File: config.mk
export PLATFORM = sky130hd
export DESIGN_NAME = n_queens_backtrack_solver
export DESIGN_NICKNAME = d
export VERILOG_FILES = /design/src/sv/nqbs_pkg.sv /design/src/sv/n_queens_backtrack_solver.sv /design/src/sv/nqbs_ctrl.sv /design/src/sv/nqbs_dp.sv
export VERILOG_INCLUDE_DIRS = /design/src /design/src/sv
export SDC_FILE = /design/constraint.sdc
export NUM_CORES = 1
export LEC_CHECK = 0
export ABC_CLOCK_PERIOD_IN_PS = 9650
export BUFFER_PORTS_ARGS = -buffer_cell sky130_fd_sc_hd__buf_2
export CAP_MARGIN = 10
export CORE_UTILIZATION = 48
export DETAILED_ROUTE_END_ITERATION = 8
export PLACE_DENSITY = 0.66
export SKIP_CTS_REPAIR_TIMING = 1
export SYNTH_ARGS = -nofsm -noshare
export SYNTH_HDL_FRONTEND = slang
export SYNTH_SLANG_ARGS = --single-unit
File: constraint.sdc
create_clock -name clk -period 9.65 [get_ports clk]
set_clock_uncertainty 0.15 [all_clocks]
set_input_delay 0.965 -clock clk [delete_from_list [all_inputs] [get_ports clk]]
set_output_delay 0.965 -clock clk [all_outputs]
set_load 0.01 [all_outputs]
File: src/sv/n_queens_backtrack_solver_macros.svh
// ---------------------------------------------------------------------------
// N-queens solver assertion macros
// Shared concurrent assertion forms, clocked on clk and disabled in reset.
// ---------------------------------------------------------------------------
`ifndef N_QUEENS_BACKTRACK_SOLVER_MACROS_SVH
`define N_QUEENS_BACKTRACK_SOLVER_MACROS_SVH

// Same-cycle implication.
`define NQBS_ASSERT_IMP(lbl, ante, cons) \
  lbl: assert property (@(posedge clk) disable iff (!rst_n) (ante) |-> (cons)) \
    else $error("nqbs same-cycle check failed");

// Next-cycle implication.
`define NQBS_ASSERT_NXT(lbl, ante, cons) \
  lbl: assert property (@(posedge clk) disable iff (!rst_n) (ante) |=> (cons)) \
    else $error("nqbs next-cycle check failed");

`endif

File: src/sv/nqbs_pkg.sv
// ---------------------------------------------------------------------------
// N-queens solver package
// Sizes, state encoding and the command and status bundles.
// ---------------------------------------------------------------------------
`default_nettype none

package nqbs_pkg;

  localparam int MAX_N   = 8;
  localparam int CAP_N   = (MAX_N < 8) ? MAX_N : 8;
  localparam int COL_W   = $clog2(CAP_N + 1);
  localparam int IDX_W   = $clog2(CAP_N);
  localparam int ROW_W   = 3;
  localparam int CFG_W   = 4;
  localparam int PLC_W   = 24;
  localparam int CNT_W   = 16;
  localparam int RESET_N = 8;

  typedef logic [COL_W-1:0] col_t;
  typedef logic [IDX_W-1:0] idx_t;
  typedef logic [ROW_W-1:0] row_t;
  typedef logic [CNT_W-1:0] cnt_t;

  typedef enum logic [0:0] {
    ST_IDLE,
    ST_SEARCH
  } state_t;

  typedef struct packed {
    logic start;
    logic step;
    logic finish;
    logic cfg_we;
  } dp_cmd_t;

  typedef struct packed {
    logic active;
    logic goal;
    logic exhaust;
  } dp_sts_t;

endpackage

`default_nettype wire

File: src/sv/n_queens_backtrack_solver.sv
// The try loop in the datapath makes one placement try or backtrack per cycle, then loads the result.
// A continue without an active search loads an empty result, with no try, once the output is free.
// One request is handled at a time; a new one is not accepted until the result is loaded.
// Reset clears control state and the count and sets the board size to 8; queen rows are not cleared.
// ---------------------------------------------------------------------------
// N-queens backtracking solver
// Top level joining the controller and the datapath.
// ---------------------------------------------------------------------------
`default_nettype none

`include "n_queens_backtrack_solver_macros.svh"

module n_queens_backtrack_solver
  import nqbs_pkg::*;
(
  input  wire              clk,
  input  wire              rst_n,
  input  wire              in_valid,
  output logic             in_ready,
  input  wire              in_restart,
  output logic             out_valid,
  input  wire              out_ready,
  output logic             out_found,
  output logic [PLC_W-1:0] out_placement,
  output logic [CNT_W-1:0] out_solution_number,
  input  wire              cfg_valid,
  output logic             cfg_ready,
  input  wire  [CFG_W-1:0] cfg_board_size
);

  dp_cmd_t cmd;
  dp_sts_t sts;

  nqbs_ctrl u_ctrl (
    .clk       (clk),
    .rst_n     (rst_n),
    .in_valid  (in_valid),
    .in_ready  (in_ready),
    .cfg_valid (cfg_valid),
    .cfg_ready (cfg_ready),
    .out_valid (out_valid),
    .out_ready (out_ready),
    .sts       (sts),
    .cmd       (cmd)
  );

  nqbs_dp u_dp (
    .clk                 (clk),
    .rst_n               (rst_n),
    .cmd                 (cmd),
    .in_restart          (in_restart),
    .cfg_board_size      (cfg_board_size),
    .sts                 (sts),
    .out_found           (out_found),
    .out_placement       (out_placement),
    .out_solution_number (out_solution_number)
  );

  `NQBS_ASSERT_NXT(a_busy_after_accept, in_valid && in_ready, !in_ready)
  `NQBS_ASSERT_IMP(a_step_or_finish, cmd.step || cmd.finish, !(cmd.step && cmd.finish))
  `NQBS_ASSERT_IMP(a_empty_placement, out_valid && !out_found, out_placement == '0)
  `NQBS_ASSERT_IMP(a_found_counted, out_valid && out_found, out_solution_number != '0)

endmodule

`default_nettype wire

File: src/sv/nqbs_ctrl.sv
// ---------------------------------------------------------------------------
// N-queens solver controller
// Sequences one request at a time and owns the result valid flag.
// ---------------------------------------------------------------------------
`default_nettype none

module nqbs_ctrl
  import nqbs_pkg::*;
(
  input  wire     clk,
  input  wire     rst_n,
  input  wire     in_valid,
  output logic    in_ready,
  input  wire     cfg_valid,
  output logic    cfg_ready,
  output logic    out_valid,
  input  wire     out_ready,
  input  dp_sts_t sts,
  output dp_cmd_t cmd
);

  state_t state_r, state_nxt;
  logic   out_valid_r, out_valid_nxt;
  logic   done;
  logic   out_free;

  assign done      = !sts.active || sts.goal || sts.exhaust;
  assign out_free  = !out_valid_r || out_ready;
  assign out_valid = out_valid_r;

  always_comb begin
    state_nxt = state_r;
    case (state_r)
      ST_IDLE: begin
        if (in_valid) state_nxt = ST_SEARCH;
      end
      ST_SEARCH: begin
        if (done && out_free) state_nxt = ST_IDLE;
      end
      default: state_nxt = ST_IDLE;
    endcase
  end

  always_comb begin
    cmd       = '0;
    in_ready  = 1'b0;
    cfg_ready = 1'b0;
    case (state_r)
      ST_IDLE: begin
        in_ready   = 1'b1;
        cfg_ready  = 1'b1;
        cmd.start  = in_valid;
        cmd.cfg_we = cfg_valid;
      end
      ST_SEARCH: begin
        cmd.step   = !done;
        cmd.finish = done && out_free;
      end
      default: begin
        cmd = '0;
      end
    endcase
  end

  always_comb begin
    out_valid_nxt = out_valid_r;
    if (cmd.finish) begin
      out_valid_nxt = 1'b1;
    end else if (out_ready) begin
      out_valid_nxt = 1'b0;
    end
  end

  always_ff @(posedge clk) begin
    if (!rst_n) begin
      state_r     <= ST_IDLE;
      out_valid_r <= 1'b0;
    end else begin
      state_r     <= state_nxt;
      out_valid_r <= out_valid_nxt;
    end
  end

endmodule

`default_nettype wire

File: src/sv/nqbs_dp.sv
// ---------------------------------------------------------------------------
// N-queens solver datapath
// Board registers, conflict check, one placement try or backtrack per step, result load.
// ---------------------------------------------------------------------------
`default_nettype none

module nqbs_dp
  import nqbs_pkg::*;
(
  input  wire              clk,
  input  wire              rst_n,
  input  dp_cmd_t          cmd,
  input  wire              in_restart,
  input  wire  [CFG_W-1:0] cfg_board_size,
  output dp_sts_t          sts,
  output logic             out_found,
  output logic [PLC_W-1:0] out_placement,
  output logic [CNT_W-1:0] out_solution_number
);

  typedef logic [COL_W:0] diag_t;

  function automatic col_t eff_n(input logic [CFG_W-1:0] v);
    col_t n;
    begin
      if (v == '0) begin
        n = col_t'(1);
      end else if (int'(v) > CAP_N) begin
        n = col_t'(CAP_N);
      end else begin
        n = col_t'(v);
      end
      return n;
    end
  endfunction

  row_t             qr_r [CAP_N];
  col_t             n_r, n_nxt;
  col_t             col_r, col_nxt;
  col_t             row_r, row_nxt;
  logic             active_r, active_nxt;
  cnt_t             cnt_r, cnt_nxt;
  logic             found_r, found_nxt;
  logic [PLC_W-1:0] plc_r, plc_nxt;
  cnt_t             num_r, num_nxt;

  col_t             col_min;
  col_t             rd_col;
  idx_t             rd_idx;
  col_t             rd_plus;
  logic             qr_we;
  logic [CAP_N-1:0] conflict;
  logic             row_ok;
  cnt_t             cnt_inc;
  logic [PLC_W-1:0] packed_plc;

  assign col_min = (col_r > n_r) ? n_r : col_r;
  assign rd_col  = (cmd.start ? col_min : col_r) - col_t'(1);
  assign rd_idx  = rd_col[IDX_W-1:0];
  assign rd_plus = col_t'(qr_r[rd_idx]) + col_t'(1);

  assign sts.active  = active_r;
  assign sts.goal    = (col_r >= n_r);
  assign sts.exhaust = (col_r == '0) && (row_r >= n_r);

  always_comb begin
    diag_t q;
    diag_t dc;
    diag_t rw;
    for (int c = 0; c < CAP_N; c++) begin
      q  = diag_t'(qr_r[c]);
      dc = diag_t'(col_r) - diag_t'(c);
      rw = diag_t'(row_r);
      conflict[c] = (col_t'(c) < col_r) && ((q == rw) || (q + dc == rw) || (rw + dc == q));
    end
  end

  assign row_ok = (conflict == '0);

  always_comb begin
    packed_plc = '0;
    for (int c = 0; c < CAP_N; c++) begin
      if (col_t'(c) < n_r) packed_plc[ROW_W*c +: ROW_W] = qr_r[c];
    end
  end

  assign cnt_inc = (cnt_r == '1) ? cnt_r : cnt_r + cnt_t'(1);

  always_comb begin
    n_nxt      = n_r;
    col_nxt    = col_r;
    row_nxt    = row_r;
    active_nxt = active_r;
    cnt_nxt    = cnt_r;
    found_nxt  = found_r;
    plc_nxt    = plc_r;
    num_nxt    = num_r;
    qr_we      = 1'b0;
    if (cmd.cfg_we) begin
      n_nxt      = eff_n(cfg_board_size);
      active_nxt = 1'b0;
    end
    if (cmd.start) begin
      if (in_restart) begin
        active_nxt = 1'b1;
        cnt_nxt    = '0;
        col_nxt    = '0;
        row_nxt    = '0;
      end else if (active_r) begin
        if (col_min == '0) begin
          col_nxt = '0;
          row_nxt = n_r;
        end else begin
          col_nxt = rd_col;
          row_nxt = rd_plus;
        end
      end
    end
    if (cmd.step) begin
      if (row_r >= n_r) begin
        col_nxt = rd_col;
        row_nxt = rd_plus;
      end else if (row_ok) begin
        qr_we   = 1'b1;
        col_nxt = col_r + col_t'(1);
        row_nxt = '0;
      end else begin
        row_nxt = row_r + col_t'(1);
      end
    end
    if (cmd.finish) begin
      if (active_r && sts.goal) begin
        cnt_nxt   = cnt_inc;
        col_nxt   = n_r;
        found_nxt = 1'b1;
        plc_nxt   = packed_plc;
        num_nxt   = cnt_inc;
      end else begin
        found_nxt  = 1'b0;
        plc_nxt    = '0;
        num_nxt    = cnt_r;
        if (active_r) begin
          active_nxt = 1'b0;
          col_nxt    = '0;
        end
      end
    end
  end

  always_ff @(posedge clk) begin
    if (!rst_n) begin
      n_r      <= eff_n(CFG_W'(RESET_N));
      col_r    <= '0;
      active_r <= 1'b0;
      cnt_r    <= '0;
    end else begin
      n_r      <= n_nxt;
      col_r    <= col_nxt;
      active_r <= active_nxt;
      cnt_r    <= cnt_nxt;
    end
  end

  always_ff @(posedge clk) begin
    row_r   <= row_nxt;
    found_r <= found_nxt;
    plc_r   <= plc_nxt;
    num_r   <= num_nxt;
    if (qr_we) qr_r[col_r[IDX_W-1:0]] <= row_r[ROW_W-1:0];
  end

  assign out_found           = found_r;
  assign out_placement       = plc_r;
  assign out_solution_number = num_r;

endmodule

`default_nettype wire
After elaboration in Yosys (flattened, before gate mapping)
Memory sizes are Yosys's and may differ from the RTL's.
Index checks and enable logic that the tools add are counted.

word-level totals
  input port bits = 10
  bits in registers = 72
  memory bits (read-only) = 0
  latch bits = 0
  bits in writable memories = 24
  memories = 1

cells by class
  multiply operators = 0
  order comparisons = 20
  divide/modulo/power cells = 0
  reduce and logical (&&, ||, !) cells = 49
  equality and inequality tests = 25
  mux-type cells = 48
  shift operators = 0
  bitwise operators = 1
  $add $sub $neg = 28

memory list
  memory     depth  width  rd ports  clocked after Yosys merged registers in  write ports  line           text
  u_dp.qr_r  8      3      9         0                                        1            nqbs_dp.sv:37  row_t qr_r [CAP_N];

operators with widths
  cell                   count
  $mux 16                6
  $mux 4                 21
  $eq 5x3->1             8
  $eq 5x4->1             8
  $add 3x5->5            7
  $add 4x5->5            7
  $eq 3x4->1             8
  $lt 3x4->1 const A     8
  $sub 4x3->5 const B    4
  $logic_or 1x1->1       19
  $mux 1                 19
  $reduce_and 2->1       9
  $add 16x1->16 const B  1
  $eq 16x16->1 const B   1
  $lt 1x4->1 const A     4
  $lt 2x4->1 const A     4
  $logic_not 4->1        3
  $logic_and 1x1->1      11
  $sub 4x2->5 const B    2
  $add 4x1->4 const B    2
  $ge 4x4->1             2
  $logic_not 8->1        1
  $add 3x4->5            1
  $add 4x4->5            1
  11 further kinds       14

Depth between registers and ports, before layout
Gate-level depths: netlist of run 1.

  depth in word-level cells = 14
  mapped depth = 17
  depth with buffers taken out = 15

Hierarchy
A second synthesis of run 1 with hierarchy kept.

unflattened totals
  cell total of the unflattened synthesis = 812
  area, all modules = 7928.9 um^2

by module, submodules not included
  module     sequential area each (um^2)  cells each  times used  area an instance (um^2)
  nqbs_dp    2572.5                       797         1           7801.2
  nqbs_ctrl  40.0                         15          1           127.6

Worst setup path after synthesis of run 1
Ideal clock, no wire load.

  kind = reg-to-reg
  start = register u_dp.col_r[1]
  end = memory u_dp.qr_r[6][0] (netlist name), enable pin
  path slack = 5.351 ns
  stages on the path, launching flop included = 15
  arrival time = 3.804 ns
  library setup time = 0.345 ns
  required time = 9.155 ns
  path through = dfxtp_1 > inv_1 > ha_1 > inv_1 > fa_1 > a21o_1 > a21oi_1 > xnor2_1 > nor3_1 > a41oi_1 > nand4_1 > nor4_2 > buf_4 > nand2_1 > nor3_1

between the ends
  cells in the longest elaborated chain, start to end = 12

RTL lines
  what                                       line            text
  from (decl)                                nqbs_dp.sv:39   col_t col_r, col_nxt;
  from (signal assigned)                     nqbs_dp.sv:158  col_r <= col_nxt;
  $sub 4x1->5, or another cell as far along  nqbs_dp.sv:72   dc = diag_t'(col_r) - diag_t'(c);
  $add 3x5->5                                nqbs_dp.sv:74   conflict[c] = (col_t'(c) < col_r) && ((q == rw) || (q + dc == rw) || (rw + dc == q));
  $eq 5x4->1                                 nqbs_dp.sv:74
  $logic_or 1x1->1 (2 in a row)              nqbs_dp.sv:74
  $logic_and 1x1->1                          nqbs_dp.sv:74
  $logic_not 8->1                            nqbs_dp.sv:78   assign row_ok = (conflict == '0);
  $mux 1                                     nqbs_dp.sv:123  end else if (row_ok) begin
  $mux 1                                     nqbs_dp.sv:120  if (row_r >= n_r) begin
  $mux 1                                     nqbs_dp.sv:119  if (cmd.step) begin
  $mux 1                                     nqbs_dp.sv:169  if (qr_we) qr_r[col_r[IDX_W-1:0]] <= row_r[ROW_W-1:0];
  $mux 1 (not written as such)               nqbs_dp.sv:169
  to (decl)                                  nqbs_dp.sv:37

Parallel ways exist; a longest one is shown, timed or not.

Worst setup path after layout of run 1
  start = register u_dp.col_r[0]
  end = memory u_dp.qr_r[3][1] (netlist name), enable pin

Same word-level chain as after synthesis.

==> results of run 1 <==
## power groups by stage
| stage | Sequential [W] | Clock, W | Combinational, W |
|---|---|---|---|
| final | 0.000476 | 0.000372 | 0.000334 |
| after global routing | 0.000478 | 0.000391 | 0.000367 |
| after CTS | 0.000476 | 0.000376 | 0.000333 |
| after detailed placement | 0.000485 | 0 | 0.000332 |
| after global placement | 0.000485 | 0 | 0.000328 |
| after floorplan | 0.000492 | 0 | 0.000248 |
## worst min-delay path: stages, from the launching register on
cell and delay (ps):
dfxtp_1 330, nand2_1 60, o22ai_1 70
## metrics by stage
stage	cell area, um^2	instances	util [%]	power [W]	worst slack (ps)
4_1_cts	8790	1087	54.5	0.00119	4550
2_1_floorplan	8050	826	-	0.000741	5350
3_3_place_gp	8480	1071	52.6	0.000813	4710
3_5_place_dp	8480	1071	52.6	0.000817	4580
5_1_grt	8790	1087	54.5	0.00124	4200
6_report	8790	1087	54.5	0.00118	4500
## cells by family after synthesis
family / Yosys count / share of synthesized area, %
xor gates and xnor gates: 139 / 15.4
AOI/OAI and AO/OA: 185 / 15.9
DFF: 96 / 32.4
buffers and inverters: 65 / 3.68
and+or+nand+nor: 243 / 16.0
muxes: 14 / 2.41
adders and majority gates: 84 / 14.2
## state kept, by name, summed over array words and instances (netlist names)
register	flops
u_dp.qr_r	24
u_dp.active_r	1
u_dp.out_found	1
u_dp.cnt_r	16
u_dp.col_r	4
u_dp.n_r	4
u_dp.out_placement	24
u_ctrl.out_valid	1
u_dp.out_solution_number	16
u_dp.row_r	4
u_ctrl.state_r	1
## Yosys cell counts (9+ instances only)
cell,number
xnor2_1,82
ha_1,72
edfxtp_1,69
a21oi_1,66
xor2_1,55
nand2_1,54
nor2_1,43
inv_1,30
dfxtp_1,27
and2_1,25
nand4_1,25
nor3_1,23
a21o_1,21
and3_1,17
buf_2,15
o21ai_0,15
nand3_1,13
fa_1,12
a31oi_1,11
nand2b_1,9
o211a_1,9
## worst max path at each step
stage | start | endpoint | slack, ps | depth (start not counted)
floorplan | u_dp.col_r[1] | u_dp.qr_r[6][0] | 5350 | 14
detailed placement | u_dp.col_r[0] | u_dp.qr_r[6][1] | 4580 | 14
global route | u_dp.col_r[1] | u_dp.qr_r[1][0] | 4200 | 14
finish | u_dp.col_r[0] | u_dp.qr_r[3][1] | 4500 | 14
global placement | u_dp.col_r[1] | u_dp.qr_r[5][0] | 4710 | 14
CTS | u_dp.col_r[1] | u_dp.qr_r[3][0] | 4550 | 14
## routing by layer
| metal | wire (um) | up-vias | global-route usage (%) |
|---|---|---|---|
| met3 | 1380 | 28 | 3.82 |
| met1 | 9930 | 3116 | 35.8 |
| met4 | 342 | 0 | 5.43 |
| li1 | - | 3101 | - |
| met2 | 9490 | 235 | 38.4 |
| met5 | 0 | - | 0 |
## cells in the final DEF (no fill, tap or decap), types with 6 or more instances in the layout
master      n
nand2_1    54
ha_1       72
nand3_1    13
and3_1     17
buf_2      53
inv_1      30
nor4_1      8
a21oi_1    66
and2_1     25
dfxtp_1    27
a31oi_1    11
nor2_1     43
mux2i_1     7
a311oi_1    6
a21o_1     21
clkbuf_16   9
nor3_1     23
nand2b_1    9
edfxtp_1   69
fa_1       12
xnor2_1    82
nand4_1    25
xor2_1     55
o211a_1     9
o21ai_0    15
buf_4       8
## cell type report
cell class                      count  area share, %
Clock buffer                        9           2.56
Clock inverter                      7          0.982
Inverter                           33           1.41
Multi-Input combinational cell    665           58.5
Sequential cell                    96           29.7
Tap cell                          216           3.08
Timing Repair Buffer               61           3.70
==> impl_results.rst, run 1 <==
.. list-table::
   :header-rows: 1

   * - Metric
     - Value
   * - Worst-Margin Slew
     - 865 ps
   * - Reg-to-Reg End
     - u_dp.qr_r[3][1]
   * - Overflow after GRT
     - 0
   * - Hold Path Depth
     - 2
   * - Area of the core region
     - 0.0161 mm^2
   * - Sequential cell area
     - 0.00261 mm^2
   * - PwrDens
     - 135 mW/mm^2
   * - Capture endpoint of the worst hold path
     - u_dp.cnt_r[1]
   * - Fraction of final layout cells sized beyond drive strength 1
     - 11.8%
   * - Largest net degree at the start of global routing
     - 47
   * - YS warnings
     - 0
   * - Final setup vio count
     - 0
   * - Count of vias placed by the detailed router
     - 6480
   * - Critical path arrival
     - 5050 ps
   * - CP max stage cell
     - dfxtp_1
   * - Clock tree root driver cell
     - clkbuf_16
   * - Area added between synthesis and finish
     - 9.12%
   * - WP buf/inv
     - 3
   * - Reg2Reg Depth
     - 14
   * - Share of power burned in combinational logic
     - 28.2%
   * - Reg-to-reg critical path startpoint
     - u_dp.col_r[0]
   * - Unrepaired setup endpoints after global routing
     - false
   * - Vias per std cell
     - 5.96
   * - Site row count
     - 46
   * - Clock Tree Buf Depth
     - 2
   * - Clock tree from TritonCTS
     - done
   * - Net Sw Frac
     - 31.6%
   * - TritonCTS buffer count
     - 9
   * - Switching Power
     - 0.000373 W
   * - Antenna violations before repair
     - 0
   * - Syn Inst Count
     - 826
   * - Worst slack on hold paths
     - 359 ps
   * - Crit Path Class
     - flop to flop
   * - Slowest stage delay, CP
     - 890 ps
   * - Proportion of power drawn by flip-flops and latches
     - 40.3%
   * - Class of the most critical hold timing path
     - flop to flop
   * - Final #Nets
     - 960
   * - Cell types with the largest area share after synthesis
     - edfxtp_1, ha_1, xnor2_1, dfxtp_1, xor2_1
   * - Sequential area share after synthesis
     - 32.4%
   * - Clock H-tree levels
     - 3
   * - Peak ir drop on the vdd network
     - 91.7 uV
   * - Synth async-reset ratio
     - 0%
   * - Post-synthesis sequential element count
     - 96
   * - Syn Std Cell Area
     - 0.00805 mm^2
   * - Average wire length per cell after detail routing
     - 19.4 um
   * - Source-to-sink clock delay at the later pin of the worst-skew pair
     - 350 ps
   * - Largest driver fanout on the critical path
     - 23
   * - Worst max-slew margin expressed relative to the limit
     - 42.2%
   * - Number of failing hold endpoints at the final stage
     - 0
   * - Share of the clock period used by the worst path after layout
     - 53.3%
   * - DIE HEIGHT
     - 132 um
   * - Number of antenna cells inserted
     - 0
   * - First-pass GRT wire length
     - 33500 um
   * - Setup TNS after final layout
     - 0 ps
   * - Area taken by multi-input logic gates
     - 0.00514 mm^2
   * - Post-synth top area cell
     - edfxtp_1
   * - Startpoint class of the critical path
     - flop
   * - Starting density of the core
     - 50.0%
   * - Io pins
     - 54
   * - Status
     - complete, no violations
   * - Post-Syn Area per Cell
     - 9.75 um^2
   * - Global placer's final weighted congestion
     - 0.895
   * - Most frequent cell on the critical path
     - inv_1
   * - Clock slew seen by the registers of the worst setup and hold paths
     - 70 ps
   * - Detailed Route Iter0 Violations
     - 654
   * - First-pass iteration count of the detailed router
     - 7
   * - Remaining number of nets flagged by the antenna check after routing
     - 0
   * - Cell internal pwr
     - 0.000809 W
   * - Kind of cell adding the most delay to the critical path
     - adder cells
   * - Buffers added on ports
     - 53
   * - Endpoint type of the worst setup path
     - flop
   * - Highest achievable clock rate
     - 194 MHz
   * - Vias in the first global route
     - 5921
   * - Final count of pins violating max slew
     - 0
   * - Half-perimeter wire length after detailed placement
     - 15500 um
   * - Data required time at the worst endpoint
     - 9550 ps
   * - Die width
     - 132 um
   * - Syn nets
     - 920
   * - Drt drc
     - 0
   * - Number of max-cap violations
     - 0
   * - Static power due to leakage
     - 3.51 nW
   * - Post-synth cell types
     - 80
   * - Cell Chain, Critical Path
     - inv_1 -> ha_1 -> inv_1 -> fa_1 -> a21o_1 -> a21oi_1 -> xnor2_1 -> nor3_1 -> a41oi_1 -> nand4_1 -> nor4_2 -> buf_4 -> and3_1 -> and2_1
   * - Worst Hold Launch
     - u_dp.cnt_r[1]
   * - Synth top area share
     - 25.7%
   * - Slack of the worst reg-to-reg path
     - 4500 ps
   * - Post-layout min period
     - 5150 ps
   * - Overall die area
     - 0.0173 mm^2
   * - Global Route Usage Sum
     - 24.7%
   * - Count of filler cells inserted in the layout
     - 1475
   * - Commonest register cell after synthesis
     - edfxtp_1
   * - Number of sinks driven by the clock tree
     - 96
   * - Count of flip-flops with a built-in enable after synthesis
     - 69
   * - Share of total power in the clock network
     - 31.5%
   * - Sum of routed wire length over all layers
     - 21100 um
Power figures use the tool's default switching activity.
==> run 2: changes to the inputs <==
Settings changed: ABC_CLOCK_PERIOD_IN_PS 9650 to 4200, PLACE_DENSITY 0.66 to 0.68.
Clock period 9.65 ns to 4.2 ns, I/O delays scaled along.
==> impl_results.rst, run 2 (synthesis gave the netlist of run 1 again) <==
.. list-table::
   :header-rows: 1

   * - Metric
     - Value
   * - Overflow after GRT
     - 0 (unchanged)
   * - CP max stage cell
     - xor2_1
   * - Non-filler instance count after layout
     - 1106 (+1.7%)
   * - Site row count
     - 46 (unchanged)
   * - Vias per std cell
     - 5.97 (+0.13%)
   * - Count of vias placed by the detailed router
     - 6602 (+1.9%)
   * - Slack of the worst reg-to-reg path
     - 180 ps (-4320 ps)
   * - Starting density of the core
     - 50.0% (unchanged)
   * - First-pass GRT wire length
     - 34300 um (+2.4%)
   * - Slowest stage delay, CP
     - 440 ps (-450 ps)
   * - Detailed Route Iter0 Violations
     - 692 (+5.8%)
   * - PwrDens
     - 301 mW/mm^2 (+120%)
   * - Met2 wire len
     - 9420 um (-0.69%)
   * - Peak ir drop on the vdd network
     - 175 uV (+91%)
   * - Clock Tree Buf Depth
     - 2 (unchanged)
   * - Fraction of the core area covered by cells at the end of the flow
     - 55.5% (+1.0 points)
   * - Global placer's final weighted congestion
     - 0.908 (+1.4%)
   * - Global Route Usage Sum
     - 25.5% (+0.78 points)
   * - Clock tree root driver cell
     - clkbuf_16
   * - Area added between synthesis and finish
     - 11.1%
   * - Endpoint type of the worst setup path
     - flop
   * - Class of the most critical hold timing path
     - input pin to flop
   * - Top library cells by usage in the layout, fill and taps aside
     - xnor2_1, ha_1, edfxtp_1, a21oi_1, xor2_1
   * - Buffers added on ports
     - 53 (unchanged)
   * - Wire length on met1
     - 9780 um (-1.5%)
   * - Die width
     - 132 um (unchanged)
   * - Clock tree from TritonCTS
     - done
   * - Overall power consumption
     - 0.00270 W (+130%)
   * - Share of the clock period used by the worst path after layout
     - 95.6% (+42 points)
   * - Number of sinks driven by the clock tree
     - 96 (unchanged)
   * - Post-layout min period
     - 4020 ps (-1130 ps)
   * - DIE HEIGHT
     - 132 um (unchanged)
   * - Most common library cell in the layout ignoring fill and taps
     - xnor2_1
   * - Final #Nets
     - 979 (+2.0%)
   * - Startpoint class of the critical path
     - flop
   * - Cell Chain, Critical Path
     - buf_4 -> ha_1 -> xor2_1 -> inv_1 -> ha_1 -> a21o_1 -> a21oi_1 -> xnor2_1 -> nor3_1 -> nor2_1 -> nand4_1 -> nor4_2 -> buf_4 -> and3_1 -> and2_1
   * - Uppermost metal layer occupied by signal nets
     - met4
   * - Average wire length per cell after detail routing
     - 19.7 um (+1.1%)
   * - Unrepaired setup endpoints after global routing
     - false
   * - First-pass iteration count of the detailed router
     - 8 (+1)
   * - Status
     - complete, no violations
   * - Area of the core region
     - 0.0161 mm^2 (unchanged)
   * - Sum of routed wire length over all layers
     - 21700 um (+2.9%)
   * - Remaining number of nets flagged by the antenna check after routing
     - 0 (unchanged)
   * - Largest net degree at the start of global routing
     - 47 (unchanged)
   * - Largest driver fanout on the critical path
     - 22 (-4.3%)
   * - Setup TNS after final layout
     - 0 ps (unchanged)
   * - Source-to-sink clock delay at the later pin of the worst-skew pair
     - 360 ps (about the same)
   * - Clock H-tree levels
     - 3 (unchanged)
   * - Worst slack on hold paths
     - 221 ps (-138 ps)
   * - Number of failing hold endpoints at the final stage
     - 0 (unchanged)
   * - Worst-Margin Slew
     - 1050 ps (+183 ps)
   * - Drt drc
     - 0 (unchanged)
   * - Worst max-slew margin expressed relative to the limit
     - 30.1% (-12 points)
   * - Final setup vio count
     - 0 (unchanged)
   * - Static power due to leakage
     - 3.60 nW (+2.7%)
   * - Crit Path Class
     - flop to flop
   * - Io pins
     - 54 (unchanged)
   * - Critical path arrival
     - 3920 ps (-1130 ps)
   * - Data required time at the worst endpoint
     - 4100 ps (-5450 ps)
   * - Clock slew seen by the registers of the worst setup and hold paths
     - 70 ps (about the same)
   * - Final count of pins violating max slew
     - 0 (unchanged)
   * - Placed instance count
     - 1090 (+1.8%)
   * - Highest achievable clock rate
     - 249 MHz (+28%)
   * - Overall die area
     - 0.0173 mm^2 (unchanged)
   * - Half-perimeter wire length after detailed placement
     - 16300 um (+5.0%)
   * - Sum of met3 wire segment lengths after detailed routing
     - 1980 um (+44%)
   * - Number of max-cap violations
     - 0 (unchanged)
   * - Number of antenna cells inserted
     - 0 (unchanged)
   * - Antenna violations before repair
     - 0 (unchanged)
   * - Vias in the first global route
     - 6113 (+3.2%)
   * - TritonCTS buffer count
     - 9 (unchanged)
   * - Fraction of final layout cells sized beyond drive strength 1
     - 14.2% (+2.3 points)
run 2: changes by cell type in the layout (fill, tap and decap cells not counted), sizes merged:
| cell | change |
|---|---|
| clkinvlp | +1 |
| bufinv | -1 |
| inv | +2 |
| clkinv | -2 |
| buf | +19 |
run 2: layer usage:
layer  track usage, %  up-vias
met4             9.63        0
li1                 -     3142
met1             36.4     3121
met3             4.75       41
met5                0        -
met2             37.9      298
run 2: final timing paths:
path,from,to,cells past startpoint
worst min register to register,u_dp.cnt_r[1],u_dp.cnt_r[1],2
worst max register to register,u_dp.col_r[0],u_dp.qr_r[3][2],15
worst max-delay path,u_dp.col_r[0],u_dp.qr_r[3][2],15
worst min-delay path,in_valid,u_ctrl.state_r,3
run 2: stage by stage:
stage               area, um^2  worst slack (ps)
finish                    8950               185
global route              8950              7.97
CTS                       8950               253
detailed placement        8670               271
global placement          8670               231
floorplan                 8070              29.9
run 2: final cells by class:
cell class / instances / area [um^2]
multi-input combinational: 665 / 5150
tap: 216 / 270
clock inverter: 7 / 58.8
sequential: 96 / 2620
fill: 1455 / 7170
inverter: 33 / 124
timing repair buffer: 80 / 505
clock buffer: 9 / 225
run 2: worst max-delay path: cells and delay by family (launching register included):
family                   cells  cell delay (ps)
AND/OR/NAND/NOR              6              990
buffers and inverters        3              670
adder cells (fa/ha/maj)      2              650
XOR/XNOR                     2              580
flip-flops                   1              330
AO/OA/AOI/OAI                2              330
run 2: where the power goes:
part | leakage (nW) | internal, W | switching (W)
combinational | 2.61 | 0.000345 | 0.000460
sequential | 0.848 | 0.00106 | 0.0000307
clock | 0.139 | 0.000413 | 0.000385
total | 3.60 | 0.00182 | 0.000876
